**src/sv/dwc_ram.sv**
```systemverilog
module dwc_ram #(
    parameter int WIDTH = 8,
    parameter int DEPTH = 16
) (
    input  logic                                     aclk,
    input  logic                                     we,
    input  logic [(DEPTH > 1 ? $clog2(DEPTH) : 1)-1:0] waddr,
    input  logic [WIDTH-1:0]                         wdata,
    input  logic [(DEPTH > 1 ? $clog2(DEPTH) : 1)-1:0] raddr,
    output logic [WIDTH-1:0]                         rdata
);

    logic [WIDTH-1:0] mem [DEPTH];

    always_ff @(posedge aclk) begin
        if (we) begin
            mem[waddr] <= wdata;
        end
        rdata <= mem[raddr];
    end

endmodule
```
**config.mk**
```make
export PLATFORM = sky130hd
export DESIGN_NAME = dwc_ram
export DESIGN_NICKNAME = d
export VERILOG_FILES = /design/src/sv/dwc_ram.sv
export SDC_FILE = /design/constraint.sdc
export NUM_CORES = 1
export LEC_CHECK = 0
export CAP_MARGIN = 5
export CORE_ASPECT_RATIO = 0.5
export CORE_MARGIN = 2
export CORE_UTILIZATION = 57
export DETAILED_ROUTE_END_ITERATION = 7
export DONT_BUFFER_PORTS = 1
export PLACE_DENSITY_LB_ADDON = 0.12
export SLEW_MARGIN = 10
export SYNTH_ARGS = -nofsm -noshare
export SYNTH_HDL_FRONTEND = slang
export SYNTH_SLANG_ARGS = --single-unit
```
**constraint.sdc**
```tcl
create_clock -name aclk -period 2.2 [get_ports aclk]
set_input_delay 0.22 -clock aclk [delete_from_list [all_inputs] [get_ports aclk]]
set_output_delay 0.22 -clock aclk [all_outputs]
set_load 0.1 [all_outputs]
```
==> impl_metrics.tcl, run 1 <==
set metrics [dict create \
    status "finished clean" \
    clock-sinks 136 \
    power_density_mw_per_mm2 978 \
    syn-num-nets 247 \
    initial_core_util_pct 58.9 \
    num_antenna_cells 0 \
    startpoint_type "flip-flop" \
    overflow 0 \
    nets 282 \
    hp-start "raddr[1]" \
    die_h_um 71.2 \
    yosysSeqAreaShare_pct 77.8 \
    ctsResizeCount 0 \
    ios 26 \
    worstSkewPairLatency_ps 410 \
    grt_setup_unrepaired "no" \
    nFillCells 552 \
    avgRoutedWirePerCell_um 25.6 \
    drtPass1Iterations 4 \
    grt_max_degree 33 \
    synth.avg_cell_area_um2 22.5 \
    synthTopCellsByCount "edfxtp_1, mux4_2, a22oi_1" \
    routed_via_density 6.06 \
    rr_worst_depth 3 \
    grt_pass1_wl_um 15200 \
    irDropWorstVdd_uv 629 \
    cts-root-buf "clkbuf_16" \
    port_buffers 0 \
    hpwl_um 6110 \
    htree_levels 4 \
    finalWorstSetupSlack_ps 771 \
    final_core_util_pct 68.2 \
    netlist_area_mm2 0.00515 \
    finalNonFillerCells 394 \
    die_x_um 138 \
    rows 24 \
    synth.distinct_cells 19 \
    r2r_slack_ps 770 \
    netlist_instances 229 \
    period_minus_slack_ps 1430 \
    grt_usage_pct 22.7 \
    arrival_ps 1720 \
    dp_slack_ps 672 \
    cts_buffers 17 \
    drv_slew 0 \
    synth_top_area_share_pct 74.7 \
    tightestPinTransition_ps 863 \
    vias 2389 \
    clk_pin_slew_ps 50 \
    grt_pass1_vias 2487 \
    crit_fanout 1 \
    ys_seq_elements 136 \
    final-setup-viol-count 0 \
    drc_errors 0 \
    synth_edf_count 128 \
    r2r-start "mem[3][7]" \
    ys_warn_count 0 \
    timing.rr.end "rdata[7]" \
    fmax_ghz 0.700 \
    period_share_pct 65.0 \
    dieArea_mm2 0.00985 \
    finalHoldViolations 0 \
    drive_above_1_share_pct 22.4 \
    slowest_stage "mux4_2" \
    holdPathEnd "rdata[1]" \
    gp_congestion 0.804 \
    yosys_most_used_dff "edfxtp_1" \
    first_iter_violations 339 \
    area_delta_synth_final_pct 15.8 \
    core_area_mm2 0.00874 \
    cp_cell_sequence "mux4_2 > a22oi_1 > nand2_1" \
    cpPeakStageDelay_ps 480 \
    power_leakage_nw 1.99 \
    dpl.cell_count 354 \
    synth.largest_area_cell "edfxtp_1" \
    critical_path_class "reg2reg" \
    total_power_mw 5.83 \
    worstHoldPathCells 3 \
    yosysMostFrequentCell "edfxtp_1" \
    timing.max_cap.violations 0 \
    tns_ps 0 \
    crit_path_end_kind "flip-flop" \
    clk_path_buf_depth 2 \
    antenna_found_initial 0 \
    wl_um 10100 \
    netlist_top_cells_area "edfxtp_1, mux4_2, mux4_1" \
    synthArstFlopShare_pct 0 \
    cts_tree "built" \
    antenna_left 0 \
    required_ps 2490 \
    slew-limit-headroom_pct 42.2 \
    clock_skew_ps 10.4 \
    hold_class "in2reg" \
]
## stage by stage
stage | instance area [µm²] | hold slack [ps]
2_1_floorplan | 5150 | 319
3_5_place_dp | 5340 | 320
6_report | 5960 | 111
3_3_place_gp | 5340 | 320
5_1_grt | 5960 | 116
4_1_cts | 5960 | 102
## worst max path at each step
| stage | start | endpoint | cells past startpoint |
|---|---|---|---|
| floorplan | waddr[2] | mem[0][0] | 2 |
| global placement | waddr[2] | mem[9][1] | 2 |
| detailed placement | waddr[2] | mem[9][1] | 2 |
| CTS | mem[3][7] | rdata[7] | 3 |
| global route | mem[3][7] | rdata[7] | 3 |
| finish | mem[3][7] | rdata[7] | 3 |
## cell families after synthesis
family / count (synthesis) / share of synthesized area, %
AOI/OAI and AO/OA: 16 / 2.33
buffers and inverters: 10 / 1.68
DFF: 136 / 77.8
muxes: 32 / 15.0
and+or+nand+nor: 35 / 3.18
## sequential cells by signal, summed over array words and instances, names as in the netlist
register,flops
rdata,8
mem,128
## repair_timing
item                      4_1_cts  5_1_grt
hold buffers                    8        0
setup buffers                   0        0
hold endpoints to repair      128        0
## cell type report
cell class / count / area (µm²) / area share, %
flip-flops and latches: 136 / 4000 / 67.2
multi-input cells: 83 / 1060 / 17.7
clock buffers: 29 / 520 / 8.74
well taps: 117 / 146 / 2.46
repair buffers: 26 / 215 / 3.61
clock inverters: 3 / 15.0 / 0.252
## per-layer routing
layer  wire length, µm  vias up  track usage (%)
met5                 0        -                0
met4                27        0             8.16
met3               878        4             6.23
met2              4850       87             33.7
met1              4330     1253             33.3
li1                  -     1045                -
## layout by cell type, fill, tap and decap left out, drive strengths merged
| cell | Yosys | layout |
|---|---|---|
| mux4 | 32 | 32 |
| nand3 | 1 | 1 |
| or3b | 1 | 1 |
| dfxtp | 8 | 8 |
| buf | 7 | 18 |
| nand2b | 2 | 2 |
| and2b | 1 | 1 |
| nand2 | 9 | 9 |
| nor2b | 1 | 1 |
| clkinv | 0 | 3 |
| and2 | 1 | 1 |
| edfxtp | 128 | 128 |
| a22oi | 16 | 16 |
| nand3b | 2 | 2 |
| dlygate4sd3 | 0 | 8 |
| nor2 | 13 | 13 |
| nor3 | 4 | 4 |
| clkbuf | 0 | 29 |
## critical path: cells and delay by family, from the launching register on
kind | cells | cell delay, ps
muxes | 1 | 480
DFF | 1 | 360
and+or+nand+nor | 1 | 90
AOI/OAI and AO/OA | 1 | 380
## where the power goes
part	total, mW	internal, mW	switching (mW)
clock	2.55	1.59	0.963
combinational	0.359	0.116	0.243
sequential	2.92	2.90	0.0203
total	5.83	4.60	1.23
No activity file was read; power rests on OpenSTA's default activity.
==> run 2: changes to the inputs <==
- clock period: 2.2 -> 1.34 ns (I/O delays scaled with it)
==> run 2 against run 1 <==
Effect of this change: the run now ends with negative setup slack left; cell count up 1.8%; total power up 74%; non-clock buffer count up 8; global-route usage down 1.1 points; hold slack worse by 90 ps; worst setup slack worse by 780 ps; sequential power up 64%; clock skew down 3.4 ps; critical endpoint is now rdata[1].
==> impl_metrics.tcl, run 2 (synthesized netlist as in run 1, its figures left out) <==
set metrics [dict create \
    drc_errors 0 \
    cp_cell_sequence "mux4_2 > a22oi_2 > nand2_1" \
    wl_um 9840 \
    hold_slack_ps 21.7 \
    first_iter_violations 346 \
    dieArea_mm2 0.00985 \
    grt_pass1_wl_um 14500 \
    required_ps 1620 \
    ios 26 \
    fmax_ghz 0.739 \
    htree_levels 4 \
    layout_commonest_cell "edfxtp_1" \
    final-setup-viol-count 2 \
    total_power_mw 10.1 \
    port_buffers 0 \
    top_regs "mem x128, rdata x8" \
    timing.max_cap.violations 0 \
    grt_max_degree 33 \
    antenna_left 0 \
    cts-root-buf "clkbuf_16" \
    dpl.cell_count 361 \
    drv_slew 0 \
    power_leakage_nw 2.03 \
    clock_skew_ps 6.99 \
    clk_path_buf_depth 2 \
    clock-sinks 136 \
    area_delta_synth_final_pct 18.8 \
    nFillCells 527 \
    hold_class "in2reg" \
    grt_usage_pct 21.6 \
    largest_reg_flops 128 \
    slowest_stage "mux4_2" \
    slew-limit-headroom_pct 32.9 \
    rows 24 \
    overflow 0 \
    drive_above_1_share_pct 30.6 \
    finalNonFillerCells 401 \
    core_area_mm2 0.00874 \
    crit_fanout 1 \
    antenna_found_initial 0 \
    cts_buffers 17 \
    crit_path_end_kind "flip-flop" \
    critical_path_class "reg2reg" \
    num_antenna_cells 0 \
    irDropWorstVdd_uv 1400 \
    cpPeakStageDelay_ps 480 \
    power_density_mw_per_mm2 1660 \
    nets 290 \
    routed_via_density 6.02 \
    violations "negative setup slack" \
    startpoint_type "flip-flop" \
    initial_core_util_pct 58.9 \
    status "finished, violations left" \
    tightestPinTransition_ps 1000 \
    grt_setup_unrepaired "yes" \
    die_h_um 71.2 \
    finalHoldViolations 0 \
    crit_family "multiplexers" \
    period_share_pct 101 \
    cts_tree "built" \
    crit_buf_inv 0 \
    avgRoutedWirePerCell_um 24.5 \
    clk_pin_slew_ps 60 \
    final_cell_mix "edfxtp_1, buf_4, mux4_2, clkbuf_16, nor2_1" \
    vias 2413 \
    final_core_util_pct 70.0 \
    die_x_um 138 \
    arrival_ps 1640 \
    postCtsSetupRepairBufs 0 \
    largest_register "mem" \
    finalWorstSetupSlack_ps -13.4 \
    period_minus_slack_ps 1350 \
    grt_pass1_vias 2395 \
    worstSkewPairLatency_ps 410 \
    hpwl_um 5770 \
    gp_congestion 0.729 \
    drtPass1Iterations 4 \
]
==> run 2: cell count changes in the layout (fill, tap and decap cells not counted), moves of 5 or more <==
cell | before | now
mux4_2 | 18 | 23
mux4_1 | 14 | 9
buf_4 | 18 | 25
clkbuf_8 | 5 | 0
clkbuf_1 | 7 | 0
a22oi_1 | 16 | 9
a22oi_2 | 0 | 7
==> run 2: path summary, 6_finish.rpt <==
| check | end | from | cells past startpoint | slack [ps] |
|---|---|---|---|---|
| hold reg to reg | rdata[0] | mem[4][0] | 3 | 670 |
| setup / recovery | rdata[1] | mem[10][1] | 3 | -10 |
| hold / removal | rdata[3] | raddr[1] | 3 | 20 |
| setup reg to reg | rdata[1] | mem[10][1] | 3 | -10 |
==> run 2: power by group <==
group / leakage [nW] / internal [mW] / switching [mW]
logic: 0.520 / 0.207 / 0.402
registers: 1.22 / 4.76 / 0.0305
clock network: 0.288 / 3.08 / 1.66
total: 2.03 / 8.04 / 2.09
==> run 2: routing by layer <==
metal | up-vias | GRT usage, % | wire length (µm)
met5 | - | 0 | 0
met4 | 0 | 8.50 | 111
met3 | 15 | 7.31 | 1090
met2 | 107 | 30.4 | 4380
met1 | 1235 | 32.0 | 4250
li1 | 1056 | - | -
==> run 2: per-stage QoR <==
step / setup TNS (ps) / area, µm² / setup slack, ps
2_1_floorplan: -1790 / 5150 / -60.1
3_3_place_gp: -162 / 5400 / -75.8
3_5_place_dp: -290 / 5400 / -117
4_1_cts: -44.6 / 6110 / -17.2
5_1_grt: -194 / 6110 / -56.9
6_report: -22.8 / 6110 / -13.4
==> run 2: repair_timing <==
item                                    in CTS  in global routing
hold buffers                                 9                  0
pin swaps                                    4                  3
gates resized for setup                      6                  6
endpoints found under the setup margin       6                  8
hold endpoints to repair                   129                  0
==> run 2: worst register-to-register path: stages, from the launching register on <==
cell      delay [ps]
edfxtp_1         370
mux4_2           480
a22oi_2          250
nand2_1          120
==> run 2: area by class of cell <==
cell class / count / area [µm²] / share of cell area [%]
Clock buffer: 17 / 425 / 6.96
Multi-Input combinational cell: 83 / 1080 / 17.6
Sequential cell: 136 / 4000 / 65.5
Timing Repair Buffer: 34 / 278 / 4.54
Tap cell: 117 / 146 / 2.39
Clock inverter: 14 / 183 / 2.99
